$ cat src/sv/fbpa_pkg.sv
package fbpa_pkg;

    // Build defaults
    localparam int MAX_BLOCKS_DEF    = 64;
    localparam int ADDRESS_WIDTH_DEF = 32;

    // Field and register widths
    localparam int ADDR_W  = 32;
    localparam int SIZE_W  = 16;
    localparam int COUNT_W = 7;
    localparam int CIDX_W  = 2;

    // Register reset values
    localparam logic [ADDR_W-1:0]  BASE_RST  = 32'd4096;
    localparam logic [SIZE_W-1:0]  SIZE_RST  = 16'd32;
    localparam logic [COUNT_W-1:0] COUNT_RST = 7'd64;

    // Register indexes on the configuration channel
    localparam logic [CIDX_W-1:0] CFG_BASE  = 2'd0;
    localparam logic [CIDX_W-1:0] CFG_SIZE  = 2'd1;
    localparam logic [CIDX_W-1:0] CFG_COUNT = 2'd2;

    // Request kinds
    localparam logic FUNC_ALLOC = 1'b0;
    localparam logic FUNC_FREE  = 1'b1;

    // Result status codes
    typedef enum logic [1:0] {
        STAT_OK        = 2'd0,
        STAT_INVALID   = 2'd1,
        STAT_NOT_ALLOC = 2'd2,
        STAT_NO_FREE   = 2'd3
    } status_t;

    // Control sequencer states
    typedef enum logic [2:0] {
        ST_CLEAR,
        ST_IDLE,
        ST_SCAN,
        ST_FREE_CHK,
        ST_FREE_DIV,
        ST_FREE_FIN
    } state_t;

endpackage

$ cat src/sv/fbpa_div.sv
// Restoring divider, one quotient bit per cycle.
module fbpa_div
    import fbpa_pkg::*;
#(
    parameter int AW = ADDRESS_WIDTH_DEF
)
(
    input  logic              clk,
    input  logic              rst_n,
    input  logic              start,
    input  logic [AW-1:0]     dividend,
    input  logic [SIZE_W-1:0] divisor,
    output logic              done,
    output logic [AW-1:0]     quotient,
    output logic [SIZE_W-1:0] remainder
);

    localparam int CW = $clog2(AW + 1);

    logic [CW-1:0]     cnt_reg;
    logic [CW-1:0]     cnt_next;
    logic              done_reg;
    logic              done_next;
    logic [AW-1:0]     quo_reg;
    logic [AW-1:0]     quo_next;
    logic [SIZE_W-1:0] rem_reg;
    logic [SIZE_W-1:0] rem_next;
    logic [SIZE_W:0]   rem_sh;
    logic [SIZE_W:0]   rem_diff;
    logic              rem_ge;

    // One step: shift in the next dividend bit, trial subtract
    always_comb
    begin
        rem_sh   = {rem_reg, quo_reg[AW-1]};
        rem_diff = rem_sh - {1'b0, divisor};
        rem_ge   = (rem_sh >= {1'b0, divisor});
        cnt_next  = cnt_reg;
        done_next = 1'b0;
        quo_next  = quo_reg;
        rem_next  = rem_reg;
        if (start)
        begin
            cnt_next = CW'(AW);
            quo_next = dividend;
            rem_next = '0;
        end
        else if (cnt_reg != '0)
        begin
            cnt_next  = cnt_reg - 1'b1;
            done_next = (cnt_reg == CW'(1));
            quo_next  = {quo_reg[AW-2:0], rem_ge};
            rem_next  = rem_ge ? rem_diff[SIZE_W-1:0] : rem_sh[SIZE_W-1:0];
        end
    end

    // Step counter and done strobe
    always_ff @(posedge clk or negedge rst_n)
    begin
        if (!rst_n)
        begin
            cnt_reg  <= '0;
            done_reg <= 1'b0;
        end
        else
        begin
            cnt_reg  <= cnt_next;
            done_reg <= done_next;
        end
    end

    // Quotient and partial remainder shift registers
    always_ff @(posedge clk)
    begin
        quo_reg <= quo_next;
        rem_reg <= rem_next;
    end

    assign done      = done_reg;
    assign quotient  = quo_reg;
    assign remainder = rem_reg;

endmodule

$ cat src/sv/fbpa_map.sv
// In-use bitmap: one bit per block, one write and one registered read a cycle.
module fbpa_map
    import fbpa_pkg::*;
#(
    parameter int IDXW = $clog2(MAX_BLOCKS_DEF)
)
(
    input  logic            clk,
    input  logic            wr_en,
    input  logic [IDXW-1:0] wr_addr,
    input  logic            wr_data,
    input  logic [IDXW-1:0] rd_addr,
    output logic            rd_data
);

    localparam int DEPTH = 1 << IDXW;

    logic mem_reg [DEPTH];
    logic rd_data_reg;

    always_ff @(posedge clk)
    begin
        if (wr_en)
        begin
            mem_reg[wr_addr] <= wr_data;
        end
        rd_data_reg <= mem_reg[rd_addr];
    end

    assign rd_data = rd_data_reg;

endmodule

$ cat src/sv/fixed_block_pool_allocator_unit.sv
// Fixed-block pool allocator with one in-use bit per block. A request is taken
// when start is high and busy is low; its single result shows on status and
// block_address for one cycle with done high, and must be captured then since
// the block cannot be held off. Allocate scans the bitmap one block per cycle
// from index 0 and stops at the first free block, or at the end of the pool
// when it is full. Free runs the offset through the one-bit-per-cycle divider
// that turns it into a block index; a free rejected by the null, base or
// zero-size check answers without running the divider.
// After reset the bitmap is cleared one entry a cycle, with
// busy high. Configuration writes are always taken (cfg_ready is tied high)
// and must only be made while the block is idle; they never touch the bitmap.
module fixed_block_pool_allocator_unit
    import fbpa_pkg::*;
#(
    parameter int MAX_BLOCKS    = MAX_BLOCKS_DEF,
    parameter int ADDRESS_WIDTH = ADDRESS_WIDTH_DEF
)
(
    input  logic               clk,
    input  logic               rst_n,
    input  logic               start,
    output logic               busy,
    input  logic               func,
    input  logic [ADDR_W-1:0]  address,
    output logic               done,
    output logic [1:0]         status,
    output logic [ADDR_W-1:0]  block_address,
    input  logic               cfg_valid,
    output logic               cfg_ready,
    input  logic [CIDX_W-1:0]  cfg_index,
    input  logic [ADDR_W-1:0]  cfg_data
);

    localparam int AW   = ADDRESS_WIDTH;
    localparam int IDXW = (MAX_BLOCKS > 1) ? $clog2(MAX_BLOCKS) : 1;
    localparam int CNTW = IDXW + 1;

    state_t             state_reg;
    state_t             state_next;

    logic [ADDR_W-1:0]  base_reg;
    logic [SIZE_W-1:0]  size_reg;
    logic [COUNT_W-1:0] count_reg;

    logic [CNTW-1:0]    clr_idx_reg;
    logic [CNTW-1:0]    clr_idx_next;
    logic [CNTW-1:0]    rd_idx_reg;
    logic [CNTW-1:0]    rd_idx_next;
    logic [CNTW-1:0]    chk_idx_reg;
    logic [CNTW-1:0]    chk_idx_next;
    logic               primed_reg;
    logic               primed_next;
    logic [AW-1:0]      acc_reg;
    logic [AW-1:0]      acc_next;
    logic [ADDR_W-1:0]  addr_reg;
    logic [ADDR_W-1:0]  addr_next;
    logic               done_reg;
    logic               done_next;
    status_t            status_reg;
    status_t            status_next;
    logic [ADDR_W-1:0]  baddr_reg;
    logic [ADDR_W-1:0]  baddr_next;

    logic [CNTW-1:0]    eff_cnt;
    logic [AW-1:0]      base_aw;
    logic [AW-1:0]      size_aw;
    logic [AW-1:0]      addr_aw;
    logic               scan_end;
    logic               chk_bad;
    logic               div_bad;

    logic               map_wr_en;
    logic [IDXW-1:0]    map_wr_addr;
    logic               map_wr_data;
    logic [IDXW-1:0]    map_rd_addr;
    logic               map_rd_data;

    logic               div_start;
    logic [AW-1:0]      div_dividend;
    logic               div_done;
    logic [AW-1:0]      div_quo;
    logic [SIZE_W-1:0]  div_rem;

    // Bitmap storage
    fbpa_map #(
        .IDXW (IDXW)
    ) u_map (
        .clk     (clk),
        .wr_en   (map_wr_en),
        .wr_addr (map_wr_addr),
        .wr_data (map_wr_data),
        .rd_addr (map_rd_addr),
        .rd_data (map_rd_data)
    );

    // Offset to block index and remainder
    fbpa_div #(
        .AW (AW)
    ) u_div (
        .clk       (clk),
        .rst_n     (rst_n),
        .start     (div_start),
        .dividend  (div_dividend),
        .divisor   (size_reg),
        .done      (div_done),
        .quotient  (div_quo),
        .remainder (div_rem)
    );

    // Effective count and address-width views of the registers
    always_comb
    begin
        if (32'(count_reg) > MAX_BLOCKS)
        begin
            eff_cnt = CNTW'(MAX_BLOCKS);
        end
        else
        begin
            eff_cnt = CNTW'(count_reg);
        end
        base_aw      = AW'(base_reg);
        size_aw      = AW'(size_reg);
        addr_aw      = AW'(addr_reg);
        scan_end     = (chk_idx_reg >= eff_cnt);
        chk_bad      = (addr_aw == '0) || (addr_aw < base_aw) || (size_reg == '0);
        div_bad      = (div_rem != '0) || (div_quo >= AW'(eff_cnt));
        div_dividend = addr_aw - base_aw;
    end

    // Next state
    always_comb
    begin
        state_next = state_reg;
        case (state_reg)
            ST_CLEAR:
            begin
                if (clr_idx_reg == CNTW'(MAX_BLOCKS - 1))
                begin
                    state_next = ST_IDLE;
                end
            end
            ST_IDLE:
            begin
                if (start)
                begin
                    state_next = (func == FUNC_FREE) ? ST_FREE_CHK : ST_SCAN;
                end
            end
            ST_SCAN:
            begin
                if (primed_reg && (scan_end || !map_rd_data))
                begin
                    state_next = ST_IDLE;
                end
            end
            ST_FREE_CHK:
            begin
                state_next = chk_bad ? ST_IDLE : ST_FREE_DIV;
            end
            ST_FREE_DIV:
            begin
                if (div_done)
                begin
                    state_next = div_bad ? ST_IDLE : ST_FREE_FIN;
                end
            end
            ST_FREE_FIN:
            begin
                state_next = ST_IDLE;
            end
            default:
            begin
                state_next = ST_IDLE;
            end
        endcase
    end

    // Datapath, bitmap access and result
    always_comb
    begin
        clr_idx_next = clr_idx_reg;
        rd_idx_next  = rd_idx_reg;
        chk_idx_next = chk_idx_reg;
        primed_next  = primed_reg;
        acc_next     = acc_reg;
        addr_next    = addr_reg;
        done_next    = 1'b0;
        status_next  = status_reg;
        baddr_next   = baddr_reg;
        map_wr_en    = 1'b0;
        map_wr_addr  = chk_idx_reg[IDXW-1:0];
        map_wr_data  = 1'b0;
        map_rd_addr  = (state_reg == ST_SCAN) ? rd_idx_reg[IDXW-1:0] : div_quo[IDXW-1:0];
        div_start    = 1'b0;
        case (state_reg)
            ST_CLEAR:
            begin
                map_wr_en    = 1'b1;
                map_wr_addr  = clr_idx_reg[IDXW-1:0];
                clr_idx_next = clr_idx_reg + 1'b1;
            end
            ST_IDLE:
            begin
                if (start)
                begin
                    addr_next   = address;
                    rd_idx_next = '0;
                    primed_next = 1'b0;
                    acc_next    = base_aw;
                end
            end
            ST_SCAN:
            begin
                // read runs one entry ahead of the check
                rd_idx_next  = rd_idx_reg + 1'b1;
                chk_idx_next = rd_idx_reg;
                primed_next  = 1'b1;
                if (primed_reg)
                begin
                    if (scan_end)
                    begin
                        done_next   = 1'b1;
                        status_next = STAT_NO_FREE;
                        baddr_next  = '0;
                    end
                    else if (!map_rd_data)
                    begin
                        map_wr_en   = 1'b1;
                        map_wr_data = 1'b1;
                        done_next   = 1'b1;
                        status_next = STAT_OK;
                        baddr_next  = ADDR_W'(acc_reg);
                    end
                    else
                    begin
                        acc_next = acc_reg + size_aw;
                    end
                end
            end
            ST_FREE_CHK:
            begin
                if (chk_bad)
                begin
                    done_next   = 1'b1;
                    status_next = STAT_INVALID;
                    baddr_next  = '0;
                end
                else
                begin
                    div_start = 1'b1;
                end
            end
            ST_FREE_DIV:
            begin
                if (div_done && div_bad)
                begin
                    done_next   = 1'b1;
                    status_next = STAT_INVALID;
                    baddr_next  = '0;
                end
            end
            ST_FREE_FIN:
            begin
                done_next  = 1'b1;
                baddr_next = '0;
                if (map_rd_data)
                begin
                    map_wr_en   = 1'b1;
                    map_wr_addr = div_quo[IDXW-1:0];
                    status_next = STAT_OK;
                end
                else
                begin
                    status_next = STAT_NOT_ALLOC;
                end
            end
            default:
            begin
                done_next = 1'b0;
            end
        endcase
    end

    // Control state and configuration registers
    always_ff @(posedge clk or negedge rst_n)
    begin
        if (!rst_n)
        begin
            state_reg   <= ST_CLEAR;
            clr_idx_reg <= '0;
            primed_reg  <= 1'b0;
            done_reg    <= 1'b0;
            base_reg    <= BASE_RST;
            size_reg    <= SIZE_RST;
            count_reg   <= COUNT_RST;
        end
        else
        begin
            state_reg   <= state_next;
            clr_idx_reg <= clr_idx_next;
            primed_reg  <= primed_next;
            done_reg    <= done_next;
            if (cfg_valid && cfg_ready)
            begin
                case (cfg_index)
                    CFG_BASE:  base_reg  <= cfg_data;
                    CFG_SIZE:  size_reg  <= cfg_data[SIZE_W-1:0];
                    CFG_COUNT: count_reg <= cfg_data[COUNT_W-1:0];
                    default:   base_reg  <= base_reg;
                endcase
            end
        end
    end

    // Payload registers
    always_ff @(posedge clk)
    begin
        rd_idx_reg  <= rd_idx_next;
        chk_idx_reg <= chk_idx_next;
        acc_reg     <= acc_next;
        addr_reg    <= addr_next;
        status_reg  <= status_next;
        baddr_reg   <= baddr_next;
    end

    assign busy          = (state_reg != ST_IDLE);
    assign cfg_ready     = 1'b1;
    assign done          = done_reg;
    assign status        = status_reg;
    assign block_address = baddr_reg;

endmodule

$ cat config.mk
export PLATFORM = sky130hd
export DESIGN_NAME = fixed_block_pool_allocator_unit
export DESIGN_NICKNAME = d
export VERILOG_FILES = /design/src/sv/fbpa_pkg.sv /design/src/sv/fbpa_div.sv /design/src/sv/fbpa_map.sv /design/src/sv/fixed_block_pool_allocator_unit.sv
export SDC_FILE = /design/constraint.sdc
export NUM_CORES = 1
export LEC_CHECK = 0
export BUFFER_PORTS_ARGS = -buffer_cell sky130_fd_sc_hd__buf_4
export CELL_PAD_IN_SITES_DETAIL_PLACEMENT = 1
export CELL_PAD_IN_SITES_GLOBAL_PLACEMENT = 2
export CORE_MARGIN = 5
export CORE_UTILIZATION = 35
export DETAILED_ROUTE_END_ITERATION = 7
export PLACE_DENSITY = 0.76
export SYNTH_ARGS = -nofsm -noshare
export SYNTH_HDL_FRONTEND = slang
export SYNTH_HIERARCHICAL = 1
export SYNTH_SLANG_ARGS = --single-unit
$ cat constraint.sdc
create_clock -name clk -period 4.1 [get_ports clk]
set_input_delay 0.41 -clock clk [delete_from_list [all_inputs] [get_ports clk]]
set_output_delay 0.41 -clock clk [all_outputs]
set_load 0.02 [all_outputs]
==> results_dict.tcl <==
set metrics [dict create \
    clock_network_latency_to_the_later_pin_of_the_worst_skew_pair_ns 0.56 \
    rsz0062_at_grt "false" \
    final_layout_size_suffix_gt1_share_pct 16.8 \
    multi_input_comb_area_um2 7260 \
    clock_skew_ns 0.0187 \
    r2r_slack_ns 0.42 \
    fin_crit_sh_pct 89.7 \
    synth_adder_area_share_pct 6.76 \
    io_pins 108 \
    final_nets 1758 \
    cap_viol_max_count 0 \
    timing.final.setup_violations 0 \
    cts_num_sinks 299 \
    total_leakage_power_nw 7.39 \
    slew_viol_final 0 \
    dominant_combinational_cell_family_by_area_after_synthesis "simple AND/OR/NAND/NOR gates" \
    seq_area_frac_synth_pct 51.9 \
    yosysTopAreaCell "sky130_fd_sc_hd__edfxtp_1" \
    critical_path_arrival_ns 3.93 \
    endpoint_kind "register" \
    cts.root.buffer_cell "sky130_fd_sc_hd__clkbuf_16" \
    run_status "finished clean" \
    maxSlewHeadroom_pct 29.9 \
    worstHoldEndpoint "addr_aw[3]" \
    holdCritPathClass "input port to register" \
    detailroute.via_count 11800 \
    grt-ovfl-total 0 \
    synth-edff-count 208 \
    critical_path_class "register to register" \
    worst_r2r_endpoint "u_map/mem_reg[3]" \
    most-common-layout-cells "sky130_fd_sc_hd__edfxtp_1, sky130_fd_sc_hd__nand2_1, sky130_fd_sc_hd__buf_4, sky130_fd_sc_hd__nor2_1, sky130_fd_sc_hd__ha_1" \
    synth_xor_xnor_area_share_pct 4.26 \
    final_worst_path_period_need_ns 3.68 \
    yosys_warnings 6 \
    gr-usage-all-layers_pct 18.3 \
    fin_tns_setup_ns 0 \
    area_fraction_of_the_dominant_cell_type_after_synthesis_pct 38.4 \
    cells_taking_the_most_area_after_synthesis "sky130_fd_sc_hd__edfxtp_1, sky130_fd_sc_hd__dfrtp_1, sky130_fd_sc_hd__ha_1, sky130_fd_sc_hd__nand2_1, sky130_fd_sc_hd__mux2_2" \
    synth_simple_gate_area_share_pct 14.5 \
    worst-r2r-cell-count 13 \
    synth_async_sr_flop_share_pct 24.7 \
    synthesis.nets 1644 \
    grt_pass1_wl_um 72800 \
    critical_path_peak_fanout 9 \
    cts_htree_levels 2 \
    report.final.hold_viol_count 0 \
    commonest_non_fill_non_tap_cell_in_the_layout "sky130_fd_sc_hd__edfxtp_1" \
    cts.path.max_buffers 3 \
    peakVddDrop_mv 0.352 \
    hold_path_startpoint "address[3]" \
    design.die.area_um2 50900 \
    site_row_count 79 \
    place.detailed.hpwl_um 35200 \
    post_route_hold_slack_ns 0.0319 \
    synthesized_area_fraction_occupied_by_ao_oa_aoi_and_oai_cells_pct 12.0 \
    post_synth_inst_count 1487 \
    post_drt_via_cell_ratio 5.25 \
    synthToLayoutAreaGrowth_pct 16.8 \
    setup.worst_path.start_class "register" \
    dr.pass1.iters 5 \
    port-buffer-count 106 \
    timing.critical_path.required_ns 4.35 \
    wl_um 46800 \
    synthFlopType "sky130_fd_sc_hd__edfxtp_1" \
    register_area_um2 8440 \
    clk_pin_slew_worst_paths_ns 0.06 \
    drt_first_iter_violations 575 \
    n_antenna_cell 0 \
    netlist_area_um2 16300 \
    muxShareOfSynthArea_pct 7.07 \
    fmax_ghz 0.272 \
    netlist-cell-type-count 90 \
    die_w_um 226 \
    grt_pass1_vias 12500 \
    regToRegStartpoint "count_reg[6]" \
    antenna_violating_nets_post_route 0 \
    core_area_um2 46300 \
    tritoncts_buffer_count 37 \
    grt_start_max_net_pins 74 \
    final.fill_count 5048 \
    antenna_found_initial 3 \
    hold-path-cell-count 1 \
    post_cts_setup_buffer_count 0 \
    ys_ff_latch 299 \
    drt_drc_violations_left 0 \
    wl_per_cell_um 20.9 \
    largest_reg_flops 64 \
    post_synth.cell_area_avg_um2 10.9 \
    power_density_nw_per_um2 798 \
    die_h_um 226 \
    place_congestion 0.848 \
    floorplan.initialDensity_pct 35.1 \
    max_slew.worst_pin.slew_ns 1.05 \
    cts_tree "yes" \
]
==> repair_timing <==
item | 4_1_cts | 5_1_grt
hold endpoints to repair | 48 | 0
resized for setup | 0 | 0
hold buffers | 2 | 0
==> layout make-up <==
cell class,instances,share of cell area [%]
multi-input combinational,1052,38.2
clock inverter,13,0.890
timing repair buffer,129,5.19
sequential,299,44.5
tap,607,4.00
clock buffer,55,5.61
inverter,82,1.62
==> worst max path at each step <==
stage,startpoint,end,slack [ns],cells after the start
detailed placement,count_reg[6],u_map/mem_reg[59],0.46,13
finish,count_reg[6],u_map/mem_reg[3],0.42,13
CTS,count_reg[6],u_map/mem_reg[3],0.39,13
global route,base_aw[0],u_div/remainder[14],0.22,15
global placement,base_aw[0],u_div/quotient[2],0.55,12
floorplan,base_aw[0],block_address[0],0.19,11
==> power by group <==
part | internal (mW) | leakage, nW | switching [mW]
logic | 2.67 | 3.79 | 4.00
clock network | 2.00 | 0.601 | 1.33
registers | 4.43 | 2.99 | 0.723
==> synth_stat cells (all sizes together), types with 16 or more instances <==
cell type / number
a21o: 27
a21oi: 61
and2: 33
buf: 16
clkbuf: 38
dfrtp: 71
dfxtp: 17
edfxtp: 208
ha: 83
inv: 82
mux2: 56
mux4: 17
nand2: 170
nand3: 37
nand4: 16
nor2: 123
nor2b: 17
nor3: 20
nor4: 28
o21ai: 118
xnor2: 57
xor2: 22
==> logic make-up after synthesis <==
group,after synthesis
multiplexers,84
buffers and inverters,136
other,1
flip-flops,299
XOR/XNOR,79
AND/OR/NAND/NOR,497
AO/OA/AOI/OAI,305
adder cells (fa/ha/maj),86
==> per-stage QoR <==
step | cell area [µm²] | util, % | power, mW | worst slack (ns) | cells
5_1_grt | 19000 | 41.0 | 16.1 | 0.222 | 2237
3_5_place_dp | 17700 | 38.3 | 11.9 | 0.460 | 2167
4_1_cts | 19000 | 41.0 | 15.3 | 0.391 | 2237
3_3_place_gp | 17700 | 38.3 | 11.7 | 0.552 | 2167
6_report | 19000 | 41.0 | 15.2 | 0.423 | 2237
2_1_floorplan | 16300 | - | 9.75 | 0.189 | 1487
==> worst max-delay path, stage by stage (launching register included) <==
cell,delay (ns)
sky130_fd_sc_hd__dfstp_2,0.55
sky130_fd_sc_hd__nor2b_1,0.07
sky130_fd_sc_hd__ha_1,0.27
sky130_fd_sc_hd__nand2b_1,0.15
sky130_fd_sc_hd__a21o_1,0.18
sky130_fd_sc_hd__a21o_1,0.17
sky130_fd_sc_hd__a21oi_1,0.16
sky130_fd_sc_hd__o22ai_1,0.11
sky130_fd_sc_hd__or2_1,0.36
sky130_fd_sc_hd__o21ai_0,0.26
sky130_fd_sc_hd__buf_4,0.20
sky130_fd_sc_hd__nor2b_1,0.29
sky130_fd_sc_hd__nand3_1,0.37
sky130_fd_sc_hd__nor2_1,0.24
==> layer usage <==
metal  track usage (%)  up-vias  part of all wire (%)  routed length (µm)
li1                  -     5631                     -                   -
met1              25.7     5898                    48               22500
met2              29.8      166                    47               21800
met3              3.18       58                   3.4                1570
met4              3.98        0                   1.9                 906
met5                 0        -                     0                   0
No activity file was read; power rests on OpenSTA's default activity.
